==> src/hw/rtl/lqrs_pkg.sv <==
// Shared constants, types and codes of the linear/quadratic root solver.
`timescale 1ns / 1ps
`default_nettype none
package lqrs_pkg;
  localparam int COEF_BITS = 16;
  localparam int FRAC_BITS = 16;
  localparam int A_BITS    = COEF_BITS - 1;
  localparam int ROOT_BITS = 33;
  localparam int NB_BITS   = COEF_BITS + FRAC_BITS + 1;
  localparam int D_BITS    = 2 * COEF_BITS + 1;
  localparam int S_BITS    = (D_BITS + 1) / 2 + FRAC_BITS;
  localparam int XS_BITS   = 2 * S_BITS;
  localparam int XPAD_BITS = XS_BITS - D_BITS - 2 * FRAC_BITS;
  localparam int NUM_BITS  = S_BITS + 2;
  localparam int DEN_BITS  = A_BITS + 2;
  localparam int SQ_CNT_BITS  = $clog2(S_BITS + 1);
  localparam int DIV_CNT_BITS = $clog2(NUM_BITS + 1);
  localparam int QDEPTH    = 4;
  localparam int QPTR_BITS = $clog2(QDEPTH);
  localparam int QCNT_BITS = QPTR_BITS + 1;

  localparam logic signed [ROOT_BITS-1:0] SAT_HI = {1'b0, {(ROOT_BITS-1){1'b1}}};
  localparam logic signed [ROOT_BITS-1:0] SAT_LO = {1'b1, {(ROOT_BITS-1){1'b0}}};

  typedef enum logic [1:0] {OP_ERR, OP_LIN, OP_QUAD} op_t;

  typedef struct packed {
    op_t                        op;
    logic [A_BITS-1:0]          a;
    logic signed [NB_BITS-1:0]  nb;
    logic                       dneg;
    logic [D_BITS-1:0]          dmag;
  } job_t;

  typedef struct packed {
    logic                        start;
    logic signed [NUM_BITS-1:0]  num;
    logic [DEN_BITS-1:0]         den;
  } div_req_t;

  typedef struct packed {
    logic                         done;
    logic signed [ROOT_BITS-1:0]  q;
  } div_rsp_t;
endpackage
`default_nettype wire

==> src/hw/rtl/lqrs_front.sv <==
// Front end: takes coefficient words, classifies them and forms the discriminant.
`timescale 1ns / 1ps
`default_nettype none
module lqrs_front (
  input  wire logic                                clk,
  input  wire logic                                rst,
  input  wire logic                                take,
  input  wire logic                                kind,
  input  wire logic [lqrs_pkg::A_BITS-1:0]         coef_a,
  input  wire logic signed [lqrs_pkg::COEF_BITS-1:0] coef_b,
  input  wire logic signed [lqrs_pkg::COEF_BITS-1:0] coef_c,
  output logic                                     push,
  output lqrs_pkg::job_t                           job,
  output logic [1:0]                               inflight
);
  logic v1, k1;
  logic [lqrs_pkg::A_BITS-1:0] a1;
  logic signed [lqrs_pkg::COEF_BITS-1:0] b1, c1;

  logic v2, cpos2;
  lqrs_pkg::op_t op2;
  logic [lqrs_pkg::A_BITS-1:0] a2;
  logic signed [lqrs_pkg::NB_BITS-1:0] nb2;
  logic [2*lqrs_pkg::COEF_BITS-1:0] bb2;
  logic [lqrs_pkg::D_BITS-1:0] ac42;

  logic [lqrs_pkg::COEF_BITS-1:0] bmag, cmag;
  logic signed [lqrs_pkg::COEF_BITS:0] negb;
  logic [lqrs_pkg::D_BITS-1:0] bbx;

  assign bmag = b1[lqrs_pkg::COEF_BITS-1] ? lqrs_pkg::COEF_BITS'(-b1) : b1;
  assign cmag = c1[lqrs_pkg::COEF_BITS-1] ? lqrs_pkg::COEF_BITS'(-c1) : c1;
  assign negb = -{b1[lqrs_pkg::COEF_BITS-1], b1};
  assign bbx  = lqrs_pkg::D_BITS'(bb2);

  always_ff @(posedge clk) begin
    if (rst) begin
      v1 <= 1'b0;
      v2 <= 1'b0;
    end else begin
      v1 <= take;
      v2 <= v1;
    end
    if (take) begin
      k1 <= kind;
      a1 <= coef_a;
      b1 <= coef_b;
      c1 <= coef_c;
    end
    if (v1) begin
      if (a1 == '0) op2 <= lqrs_pkg::OP_ERR;
      else if (!k1) op2 <= lqrs_pkg::OP_LIN;
      else op2 <= lqrs_pkg::OP_QUAD;
      a2    <= a1;
      nb2   <= {negb, {lqrs_pkg::FRAC_BITS{1'b0}}};
      bb2   <= bmag * bmag;
      ac42  <= {(lqrs_pkg::D_BITS-2)'(a1 * cmag), 2'b00};
      cpos2 <= !c1[lqrs_pkg::COEF_BITS-1] && (c1 != '0);
    end
  end

  always_comb begin
    job.op = op2;
    job.a  = a2;
    job.nb = nb2;
    if (!cpos2) begin
      job.dneg = 1'b0;
      job.dmag = bbx + ac42;
    end else if (bbx >= ac42) begin
      job.dneg = 1'b0;
      job.dmag = bbx - ac42;
    end else begin
      job.dneg = 1'b1;
      job.dmag = ac42 - bbx;
    end
  end

  assign push     = v2;
  assign inflight = {1'b0, v1} + {1'b0, v2};
endmodule
`default_nettype wire

==> src/hw/rtl/lqrs_sqrt.sv <==
// Bit-serial integer square root of the scaled discriminant, one root bit a cycle.
`timescale 1ns / 1ps
`default_nettype none
module lqrs_sqrt (
  input  wire logic                              clk,
  input  wire logic                              rst,
  input  wire logic                              start,
  input  wire logic [lqrs_pkg::D_BITS-1:0]       x,
  output logic                                   done,
  output logic [lqrs_pkg::S_BITS-1:0]            root
);
  logic active;
  logic [lqrs_pkg::SQ_CNT_BITS-1:0] cnt;
  logic [lqrs_pkg::XS_BITS-1:0] xs;
  logic [lqrs_pkg::S_BITS:0] rem;
  logic [lqrs_pkg::S_BITS+2:0] rem_sh, trial;

  assign rem_sh = {rem, xs[lqrs_pkg::XS_BITS-1 -: 2]};
  assign trial  = {1'b0, root, 2'b01};

  always_ff @(posedge clk) begin
    if (rst) begin
      active <= 1'b0;
      done   <= 1'b0;
    end else begin
      done <= 1'b0;
      if (start && !active) begin
        active <= 1'b1;
        cnt    <= lqrs_pkg::SQ_CNT_BITS'(lqrs_pkg::S_BITS);
        xs     <= {{lqrs_pkg::XPAD_BITS{1'b0}}, x, {(2*lqrs_pkg::FRAC_BITS){1'b0}}};
        rem    <= '0;
        root   <= '0;
      end else if (active) begin
        xs <= xs << 2;
        if (rem_sh >= trial) begin
          rem  <= (lqrs_pkg::S_BITS+1)'(rem_sh - trial);
          root <= {root[lqrs_pkg::S_BITS-2:0], 1'b1};
        end else begin
          rem  <= (lqrs_pkg::S_BITS+1)'(rem_sh);
          root <= {root[lqrs_pkg::S_BITS-2:0], 1'b0};
        end
        cnt <= cnt - 1'b1;
        if (cnt == lqrs_pkg::SQ_CNT_BITS'(1)) begin
          active <= 1'b0;
          done   <= 1'b1;
        end
      end
    end
  end
endmodule
`default_nettype wire

==> src/hw/rtl/lqrs_div.sv <==
// Restoring divider with round-to-nearest and saturation to the root format.
`timescale 1ns / 1ps
`default_nettype none
module lqrs_div (
  input  wire logic       clk,
  input  wire logic       rst,
  input  lqrs_pkg::div_req_t req,
  output lqrs_pkg::div_rsp_t rsp
);
  logic active, neg, done;
  logic [lqrs_pkg::DIV_CNT_BITS-1:0] cnt;
  logic [lqrs_pkg::NUM_BITS-1:0] n, quo, mag;
  logic [lqrs_pkg::DEN_BITS-1:0] den, rem;
  logic [lqrs_pkg::DEN_BITS:0] rem_sh;
  logic [lqrs_pkg::NUM_BITS-1:0] lim_pos;

  assign mag     = req.num[lqrs_pkg::NUM_BITS-1] ? lqrs_pkg::NUM_BITS'(-req.num) : req.num;
  assign rem_sh  = {rem, n[lqrs_pkg::NUM_BITS-1]};
  assign lim_pos = lqrs_pkg::NUM_BITS'(lqrs_pkg::SAT_HI);

  always_ff @(posedge clk) begin
    if (rst) begin
      active <= 1'b0;
      done   <= 1'b0;
    end else begin
      done <= 1'b0;
      if (req.start && !active) begin
        active <= 1'b1;
        neg    <= req.num[lqrs_pkg::NUM_BITS-1];
        den    <= req.den;
        n      <= mag + lqrs_pkg::NUM_BITS'(req.den >> 1);
        rem    <= '0;
        quo    <= '0;
        cnt    <= lqrs_pkg::DIV_CNT_BITS'(lqrs_pkg::NUM_BITS);
      end else if (active) begin
        n <= n << 1;
        if (rem_sh >= {1'b0, den}) begin
          rem <= lqrs_pkg::DEN_BITS'(rem_sh - {1'b0, den});
          quo <= {quo[lqrs_pkg::NUM_BITS-2:0], 1'b1};
        end else begin
          rem <= lqrs_pkg::DEN_BITS'(rem_sh);
          quo <= {quo[lqrs_pkg::NUM_BITS-2:0], 1'b0};
        end
        cnt <= cnt - 1'b1;
        if (cnt == lqrs_pkg::DIV_CNT_BITS'(1)) begin
          active <= 1'b0;
          done   <= 1'b1;
        end
      end
    end
  end

  always_comb begin
    rsp.done = done;
    if (neg) begin
      if (quo > lim_pos + 1'b1) rsp.q = lqrs_pkg::SAT_LO;
      else rsp.q = lqrs_pkg::ROOT_BITS'(-quo);
    end else begin
      if (quo > lim_pos) rsp.q = lqrs_pkg::SAT_HI;
      else rsp.q = lqrs_pkg::ROOT_BITS'(quo);
    end
  end
endmodule
`default_nettype wire

==> src/hw/rtl/lqrs_back.sv <==
// Back end: runs one queued job at a time through the square root and divider as its kind needs, emits roots.
`timescale 1ns / 1ps
`default_nettype none
module lqrs_back (
  input  wire logic                                  clk,
  input  wire logic                                  rst,
  input  wire logic                                  avail,
  input  lqrs_pkg::job_t                             head,
  output logic                                       pop,
  output logic                                       strobe,
  output logic signed [lqrs_pkg::ROOT_BITS-1:0]      root_real,
  output logic signed [lqrs_pkg::ROOT_BITS-1:0]      root_imag,
  output logic                                       status,
  output logic                                       last
);
  typedef enum logic [2:0] {S_IDLE, S_SQRT, S_DIV0, S_DIV1, S_OUT2} state_t;
  state_t state;
  lqrs_pkg::job_t job;
  logic [lqrs_pkg::S_BITS-1:0] s;
  logic signed [lqrs_pkg::ROOT_BITS-1:0] re0, im;
  logic sq_start, sq_done;
  logic [lqrs_pkg::S_BITS-1:0] sq_root;
  lqrs_pkg::div_req_t dreq;
  lqrs_pkg::div_rsp_t drsp;
  logic signed [lqrs_pkg::NUM_BITS-1:0] nbx, sx, rootx;
  logic [lqrs_pkg::DEN_BITS-1:0] den1, den2, hden1;

  lqrs_sqrt u_sqrt (.clk(clk), .rst(rst), .start(sq_start), .x(head.dmag),
                    .done(sq_done), .root(sq_root));
  lqrs_div u_div (.clk(clk), .rst(rst), .req(dreq), .rsp(drsp));

  assign pop   = (state == S_IDLE) && avail;
  assign nbx   = lqrs_pkg::NUM_BITS'(job.nb);
  assign sx    = lqrs_pkg::NUM_BITS'(s);
  assign rootx = lqrs_pkg::NUM_BITS'(sq_root);
  assign den1  = lqrs_pkg::DEN_BITS'(head.a);
  assign hden1 = lqrs_pkg::DEN_BITS'(job.a);
  assign den2  = {hden1[lqrs_pkg::DEN_BITS-2:0], 1'b0};
  assign sq_start = pop && (head.op == lqrs_pkg::OP_QUAD);

  always_ff @(posedge clk) begin
    if (rst) begin
      state      <= S_IDLE;
      strobe     <= 1'b0;
      dreq.start <= 1'b0;
    end else begin
      strobe     <= 1'b0;
      dreq.start <= 1'b0;
      case (state)
        S_IDLE: begin
          if (avail) begin
            job <= head;
            case (head.op)
              lqrs_pkg::OP_ERR: begin
                strobe    <= 1'b1;
                root_real <= '0;
                root_imag <= '0;
                status    <= 1'b1;
                last      <= 1'b1;
              end
              lqrs_pkg::OP_LIN: begin
                dreq.start <= 1'b1;
                dreq.num   <= lqrs_pkg::NUM_BITS'(head.nb);
                dreq.den   <= den1;
                state      <= S_DIV1;
              end
              default: state <= S_SQRT;
            endcase
          end
        end
        S_SQRT: begin
          if (sq_done) begin
            s          <= sq_root;
            dreq.start <= 1'b1;
            dreq.num   <= job.dneg ? nbx : nbx + rootx;
            dreq.den   <= den2;
            state      <= S_DIV0;
          end
        end
        S_DIV0: begin
          if (drsp.done) begin
            if (job.dneg) begin
              re0 <= drsp.q;
            end else begin
              strobe    <= 1'b1;
              root_real <= drsp.q;
              root_imag <= '0;
              status    <= 1'b0;
              last      <= 1'b0;
            end
            dreq.start <= 1'b1;
            dreq.num   <= job.dneg ? sx : nbx - sx;
            dreq.den   <= den2;
            state      <= S_DIV1;
          end
        end
        S_DIV1: begin
          if (drsp.done) begin
            strobe <= 1'b1;
            status <= 1'b0;
            if (job.op == lqrs_pkg::OP_QUAD && job.dneg) begin
              root_real <= re0;
              root_imag <= drsp.q;
              im        <= drsp.q;
              last      <= 1'b0;
              state     <= S_OUT2;
            end else begin
              root_real <= drsp.q;
              root_imag <= '0;
              last      <= 1'b1;
              state     <= S_IDLE;
            end
          end
        end
        S_OUT2: begin
          strobe    <= 1'b1;
          root_real <= re0;
          root_imag <= -im;
          status    <= 1'b0;
          last      <= 1'b1;
          state     <= S_IDLE;
        end
        default: state <= S_IDLE;
      endcase
    end
  end
endmodule
`default_nettype wire

==> src/hw/rtl/linear_quadratic_root_solver.sv <==
// Top level of the root solver: front end, job queue and back end.
// An error word is answered without the arithmetic units and a linear word runs one division;
// a quadratic word runs a 33-step square root and two 35-step divisions and yields a real
// pair or a complex pair of root words, each strobed in turn.
// The back end takes a new word only once its last job is through, as the shared bit-serial
// units serve every job; the receiver cannot stall.
// Synchronous reset empties the queue and the pipeline; busy is low right after it.
`timescale 1ns / 1ps
`default_nettype none
module linear_quadratic_root_solver (
  input  wire logic                                  clk,
  input  wire logic                                  rst,
  input  wire logic                                  start,
  output logic                                       busy,
  input  wire logic                                  kind,
  input  wire logic [14:0]                           coef_a,
  input  wire logic signed [15:0]                    coef_b,
  input  wire logic signed [15:0]                    coef_c,
  output logic                                       strobe,
  output logic signed [32:0]                         root_real,
  output logic signed [32:0]                         root_imag,
  output logic                                       status,
  output logic                                       last
);
  // The front end never stalls: busy reserves queue room for every word that
  // is still in its two pipeline stages, so each accepted word always lands.
  logic take, push, pop, avail;
  logic [1:0] inflight;
  lqrs_pkg::job_t fjob, head;
  lqrs_pkg::job_t qmem [lqrs_pkg::QDEPTH];
  logic [lqrs_pkg::QPTR_BITS-1:0] wp, rp;
  logic [lqrs_pkg::QCNT_BITS-1:0] cnt;
  logic [lqrs_pkg::QCNT_BITS:0] used;

  assign take  = start && !busy;
  assign used  = {1'b0, cnt} + (lqrs_pkg::QCNT_BITS+1)'(inflight);
  assign busy  = used >= (lqrs_pkg::QCNT_BITS+1)'(lqrs_pkg::QDEPTH);
  assign avail = cnt != '0;
  assign head  = qmem[rp];

  lqrs_front u_front (.clk(clk), .rst(rst), .take(take), .kind(kind), .coef_a(coef_a),
                      .coef_b(coef_b), .coef_c(coef_c), .push(push), .job(fjob),
                      .inflight(inflight));

  // Short queue between the classifier and the solver sequencer.
  always_ff @(posedge clk) begin
    if (rst) begin
      wp  <= '0;
      rp  <= '0;
      cnt <= '0;
    end else begin
      if (push) wp <= wp + 1'b1;
      if (pop) rp <= rp + 1'b1;
      if (push && !pop) cnt <= cnt + 1'b1;
      else if (pop && !push) cnt <= cnt - 1'b1;
    end
    if (push) qmem[wp] <= fjob;
  end

  lqrs_back u_back (.clk(clk), .rst(rst), .avail(avail), .head(head), .pop(pop),
                    .strobe(strobe), .root_real(root_real), .root_imag(root_imag),
                    .status(status), .last(last));

  a_cnt_bound: assert property (@(posedge clk) disable iff (rst)
    cnt <= lqrs_pkg::QCNT_BITS'(lqrs_pkg::QDEPTH)) else $error("queue count overflow");
  a_no_overfill: assert property (@(posedge clk) disable iff (rst)
    push && !pop |-> cnt < lqrs_pkg::QCNT_BITS'(lqrs_pkg::QDEPTH))
    else $error("word pushed into a full queue");
  a_pop_nonempty: assert property (@(posedge clk) disable iff (rst)
    pop |-> cnt != '0) else $error("pop from empty queue");
  a_err_last: assert property (@(posedge clk) disable iff (rst)
    strobe && status |-> last) else $error("error result not marked last");
endmodule
`default_nettype wire

==> config.mk <==
export PLATFORM = sky130hd
export DESIGN_NAME = linear_quadratic_root_solver
export DESIGN_NICKNAME = d
export VERILOG_FILES = /design/src/hw/rtl/lqrs_pkg.sv /design/src/hw/rtl/lqrs_front.sv /design/src/hw/rtl/lqrs_sqrt.sv /design/src/hw/rtl/lqrs_div.sv /design/src/hw/rtl/lqrs_back.sv /design/src/hw/rtl/linear_quadratic_root_solver.sv
export SDC_FILE = /design/constraint.sdc
export NUM_CORES = 2
export LEC_CHECK = 0
export ABC_AREA = 1
export CORE_ASPECT_RATIO = 0.75
export CORE_MARGIN = 3
export CORE_UTILIZATION = 55
export CTS_CLUSTER_SIZE = 14
export DETAILED_ROUTE_END_ITERATION = 16
export DONT_BUFFER_PORTS = 1
export HOLD_SLACK_MARGIN = 0.06
export PLACE_DENSITY = 0.7
export SLEW_MARGIN = 15
export SYNTH_ARGS = -nofsm -noshare
export SYNTH_HDL_FRONTEND = slang
export SYNTH_SLANG_ARGS = --single-unit
==> constraint.sdc <==
create_clock -name clk -period 9.77 [get_ports clk]
set_input_delay 1.954 -clock clk [delete_from_list [all_inputs] [get_ports clk]]
set_output_delay 1.954 -clock clk [all_outputs]
set_load 0.01 [all_outputs]
# Yosys cells after proc, flatten, opt, wreduce, memory -nomap -nowiden
# Memory sizes are Yosys's and may differ from the RTL's. A register that Yosys moved wholly into a read port is not among the register bits.
# Index checks and enable logic that the tools add are counted.
[word_totals] word_cells=212 output_inout_bits=70 mem_bits_rw=272 inputBits=51 register_bits=682 mem_count=1
[memory_table] name="qmem" words=4 width=68 rd=1 rd_ports_with_merged_regs=1 wr=1 line="linear_quadratic_root_solver.sv:30" source="lqrs_pkg::job_t qmem [lqrs_pkg::QDEPTH];"
[op_classes] n_mux=78 n_bitwise=3 eq_ne=17 addsub=22 n_reduce_logical=37 n_mul=2 magnitude_cmp=6
[ops] op="2-to-1 mux 33 bit" n=14
[ops] op="case mux 33 bit (4 select lines)" n=2
[ops] op="2-to-1 mux 53 bit" n=4
[ops] op="2-to-1 mux 35 bit" n=6
[ops] op="case mux 53 bit (3 select lines)" n=1
[ops] op="2-to-1 mux 34 bit" n=4
[ops] op="2-to-1 mux 66 bit" n=1
[ops] op="negator 33 bit" n=2
[ops] op="2-to-1 mux 65 bit" n=1
[ops] op="greater-or-equal comparator 36 x 35 -> 1 bit" n=1
[ops] op="adder 33 x 34 -> 35 bit" n=1
[ops] op="adder 35 x 16 -> 35 bit" n=1
[ops] op="greater-than comparator 35 x 32 -> 1 bit (second input constant)" n=1
[ops] op="greater-than comparator 35 x 33 -> 1 bit (second input constant)" n=1
[ops] op="negator 35 bit" n=1
[ops] op="subtractor 33 x 34 -> 35 bit" n=1
[ops] op="2-to-1 mux 17 bit" n=2
[ops] op="subtractor 34 bit" n=1
[ops] op="adder 32 x 33 -> 33 bit" n=1
[ops] op="greater-or-equal comparator 32 x 33 -> 1 bit" n=1
[ops] op="subtractor 32 x 33 -> 33 bit" n=1
[ops] op="subtractor 33 x 32 -> 33 bit" n=1
[ops] op="multiplier 16 x 16 -> 32 bit" n=1
[ops] op="2-to-1 mux 16 bit" n=2
[ops] op="other kinds (44)" n=113

# Logic depth before layout (Yosys ltp)
[depth] ltp_word=6 mapped_depth=38 mapped_depth_nobuf=36

# By module
# From an unflattened synthesis, not the netlist that was laid out.
[unflattened] hier_cells=8835 hier_area_um2=74717.9
[modules_own_cells] mod="lqrs_front" cells_each=3830 area_per_inst_um2=28184.5 n_inst=1
[modules_own_cells] mod="lqrs_back" cells_each=1997 area_per_inst_um2=16468.3 n_inst=1
[modules_own_cells] mod="linear_quadratic_root_solver" cells_each=876 area_per_inst_um2=13550.5 n_inst=1
[modules_own_cells] mod="lqrs_div" cells_each=1162 area_per_inst_um2=9108.7 n_inst=1
[modules_own_cells] mod="lqrs_sqrt" cells_each=970 area_per_inst_um2=7405.9 n_inst=1

# Least setup slack after synthesis
# OpenSTA, ideal clock, no wires.
[synth_path] kind="register to register" start="register u_front.b1[0] (netlist bit)" end="register u_front.bb2[24] (netlist bit), data pin" setup_slack_ps=2640 t_required_ps=9501 setup_ps=269 arrival_time_ps=6861 path_stages_with_launch=34 period_less_slack_ps=7130 cell_sequence="edfxtp_1 -> inv_1 -> clkbuf_1 -> ha_1 -> nand4_1 -> nor2_1 -> nand2_1 -> nor2_2 -> nand2_1 -> nor2_4 -> xor2_1 -> inv_1 -> nand2_1 -> o21ai_2 -> inv_1 -> nor2_1 -> fa_1 -> inv_1 -> fa_1 -> inv_1 -> fa_1 -> fa_1 -> fa_1 -> inv_1 -> fa_1 -> inv_1 -> ha_1 -> nand2_1 -> nor2_1 -> nand2_1 -> o21ai_0 -> a21oi_1 -> o31ai_1 -> xor2_1"
[synth_via] elab_chain_cells=3
[synth_lines] element="start: declaration" line="lqrs_front.sv:18" source="logic signed [lqrs_pkg::COEF_BITS-1:0] b1, c1;"
[synth_lines] element="start signal: assignment" line="lqrs_front.sv:47" source="b1 <= coef_b;"
[synth_lines] element="negator 16 bit" line="lqrs_front.sv:31" source="assign bmag = b1[lqrs_pkg::COEF_BITS-1] ? lqrs_pkg::COEF_BITS'(-b1) : b1;"
[synth_lines] element="2-to-1 mux 16 bit (*)" line="lqrs_front.sv:31"
[synth_lines] element="multiplier 16 x 16 -> 32 bit (*)" line="lqrs_front.sv:56" source="bb2 <= bmag * bmag;"
[synth_lines] element="end signal: assignment" line="lqrs_front.sv:56"
[synth_lines] element="end: declaration" line="lqrs_front.sv:24" source="logic [2*lqrs_pkg::COEF_BITS-1:0] bb2;"
# Every way passes the cells marked *; elsewhere a longest branch is shown, timed or not.
# A chain may end at the register's enable or synchronous reset.

# Final worst setup path
[layout_path] start="register u_front.b1[0] (netlist bit)" end="register u_front.bb2[28] (netlist bit), data pin"
# The elaborated chain is that of the path after synthesis.

==> key figures <==
Status
  • Status: finished, final reports clean

Global routing
  • Met2 Resource Use GR: 43.8%
  • M3 GR Usage: 4.49%
  • GRT overflow: 0
  • Number of global-route vias before repair: 48.8k
  • First-pass GRT wire length: 275 mm
  • GRT Resource Usage Total: 28.3%
  • Largest net degree at the start of global routing: 102
  • Met1 Use GR: 42.3%
  • Antenna violations before repair: 2
  • Most Used Layer, Global Route: met2

CTS
  • CTS Root Cell: clkbuf_16
  • Post-CTS Hold Fix Bufs: 0
  • H-tree levels: 3
  • CTS buffer count: 91
  • CTS resizes: 0
  • Clk sinks: 902
  • Clock Latency Late Sink: 720 ps
  • CTS tree: done
  • Clk pin slew, worst setup/hold paths: 60 ps
  • Setup Fix Bufs, Post-CTS: 0
  • CTS Buffer Depth: 3

Layout
  • Layout Cells excl Fill: 8932
  • Final Core Density: 59.8%
  • Area added between synthesis and finish: 6.90%
  • Commonest non-fill, non-tap cell in the layout: nand2_1
  • Share of cells above drive strength 1: 4.80%
  • Final net count: 8121
  • Most frequent cells in the layout: nand2_1, inv_1, nor2_1, edfxtp_1, o21ai_0
  • # diodes: 0

Drt
  • Drt first pass iters: 7
  • Via count: 50.3k
  • DR iter-0 viols: 4747
  • Total Wirelength: 174 mm
  • Vias per inst: 5.63
  • Final ANT Viol Nets: 0
  • Wire length per cell: 19.5 um
  • DRC viols: 0

Critical path
  • Worst R2R Setup Slack: 1470 ps
  • Setup crit end kind: register
  • Crit-path most repeated cell: inv_1
  • CP max-delay cell: fa_1
  • Crit-path max FO: 15
  • Crit path required time: 10160 ps
  • Cell family with most CP delay: adder cells
  • Reg2reg path depth: 32
  • CP peak stage delay: 540 ps
  • Critical Path AT: 8690 ps
  • Worst Setup Start Kind: register
  • WP buf/inv: 6
  • Worst Setup SP: u_front.b1[0]
  • Worst reg2reg path startpoint: u_front.b1[0]
  • WS Path Type: register to register
  • Worst r2r dst: u_front.bb2[28]

Synth
  • Syn nets: 8178
  • Synth Cell Area: 65300 um2
  • Mean Syn Cell Area: 8.86 um2
  • Post-synthesis cell count: 7376
  • Yosys reg bits: 902
  • Post-synthesis sequential area ratio: 41.2%
  • Synth warn: 0
  • Unique masters post-synth: 72
  • Async set or reset register ratio after synthesis: 0%
  • EDFF count, synth: 882
  • Dominant synthesized flop cell: edfxtp_1

Hold path
  • Hold Crit Depth: 0
  • Hold Path Sink: u_back.u_div.den[0]
  • Hold Crit Class: register to register
  • Worst hold path startpoint: u_back.dreq[0]

Floorplan
  • Floorplan die width: 404 um
  • Row cnt: 108
  • Die H: 304 um
  • Area of the core: 117000 um2
  • Die area: 123000 um2
  • Ports: 121
  • Initial Utilization: 56.0%

STA
  • Unrepaired setup endpoints after global routing: no
  • Setup TNS: 0 ps
  • Post-layout minimum cycle time: 8300 ps
  • Slew headroom: 24.8%
  • Clk_skew: 75.4 ps
  • Final period util: 85.0%
  • Final setup vio count: 0
  • Achievable Freq: 120 MHz
  • Hold WS: 421 ps
  • Max-slew violation count: 0
  • Worst-Margin Slew: 1130 ps
  • Final hold viol count: 0

Flow run
  • Max-cap violations: 0

Placement
  • Gpl congestion: 0.974
  • Input/output buffers: 0
  • Post-DP HPWL: 134 mm
  • Placed Instances: 8766
metrics by stage:
stage / area (um2) / setup WS (ps)
2_1_floorplan: 65300 / 2640
4_1_cts: 69800 / 1580
5_1_grt: 69800 / 982
3_5_place_dp: 66800 / 1610
3_3_place_gp: 66800 / 1700
6_report: 69800 / 1470
cell usage after synthesis (all sizes together), types with 48 or more instances:
library cell / count / area, um2
nand4: 63 / 400
a21oi: 376 / 1890
nor2: 996 / 3840
edfxtp: 882 / 26500
a31oi: 60 / 375
nor3: 91 / 523
ha: 400 / 5000
nand3: 274 / 1450
xnor2: 74 / 648
inv: 1157 / 4340
clkbuf: 105 / 414
fa: 351 / 7030
buf: 97 / 566
o21ai: 516 / 2670
o22ai: 48 / 300
nand2: 1417 / 5400
xor2: 183 / 1600
sequential cells by signal, indices dropped and copies added, names as in the netlist, 15 cells and up, named ones only:
| name | cells |
|---|---|
| u_back.u_div.den | 16 |
| u_front.c1 | 16 |
| u_back.u_div.rem | 17 |
| u_front.b1 | 16 |
| u_back.s | 33 |
| u_back.u_sqrt.root | 33 |
| u_back.im | 33 |
| u_back.job | 20 |
| u_front.nb2 | 16 |
| u_back.u_sqrt.xs | 34 |
| u_back.dreq | 52 |
| u_front.bb2 | 31 |
| u_back.u_sqrt.rem | 34 |
| u_back.root_real | 33 |
| u_back.root_imag | 33 |
| u_back.u_div.quo | 35 |
| u_back.u_div.n | 35 |
| qmem | 268 |
| u_back.den2 | 15 |
| u_front.ac42 | 31 |
| u_front.a1 | 15 |
| u_back.re0 | 33 |
| u_front.a2 | 15 |
worst max path at each step:
stage / endpoint / slack [ps] / cells past startpoint
3_5_place_dp: u_front.bb2[28] / 1610 / 32
5_1_grt: u_front.bb2[28] / 980 / 32
6_report: u_front.bb2[28] / 1470 / 32
2_1_floorplan: u_front.bb2[24] / 2640 / 33
4_1_cts: u_front.bb2[28] / 1580 / 32
3_3_place_gp: u_front.bb2[28] / 1700 / 32
routing by layer:
layer,routed length [um],vias to the layer above
met5,13,-
met4,3900,2
met3,12900,232
met2,77300,1779
met1,79900,24200
li1,-,24100
final cells by class:
class                   instances  area [um2]
clock buffers                 107        2360
clock inverters                59         726
fillers                     10300       46900
inverters                    1168        4390
multi-input cells            5104       33200
flip-flops and latches        902       26900
well taps                    1540        1930
repair buffers                 52         390
cells by family after synthesis:
logic type	Yosys count	synth area share [%]
compound gates	1175	10.1
xor+xnor	257	3.45
fa+ha+maj	751	18.4
buf+inv	1370	8.21
flops	902	41.2
mux	6	0.111
simple gates	2915	18.5
Power is left out: the tool's default activity adds up to more than one toggle a clock period on the data nets, which glitch-free logic cannot reach.
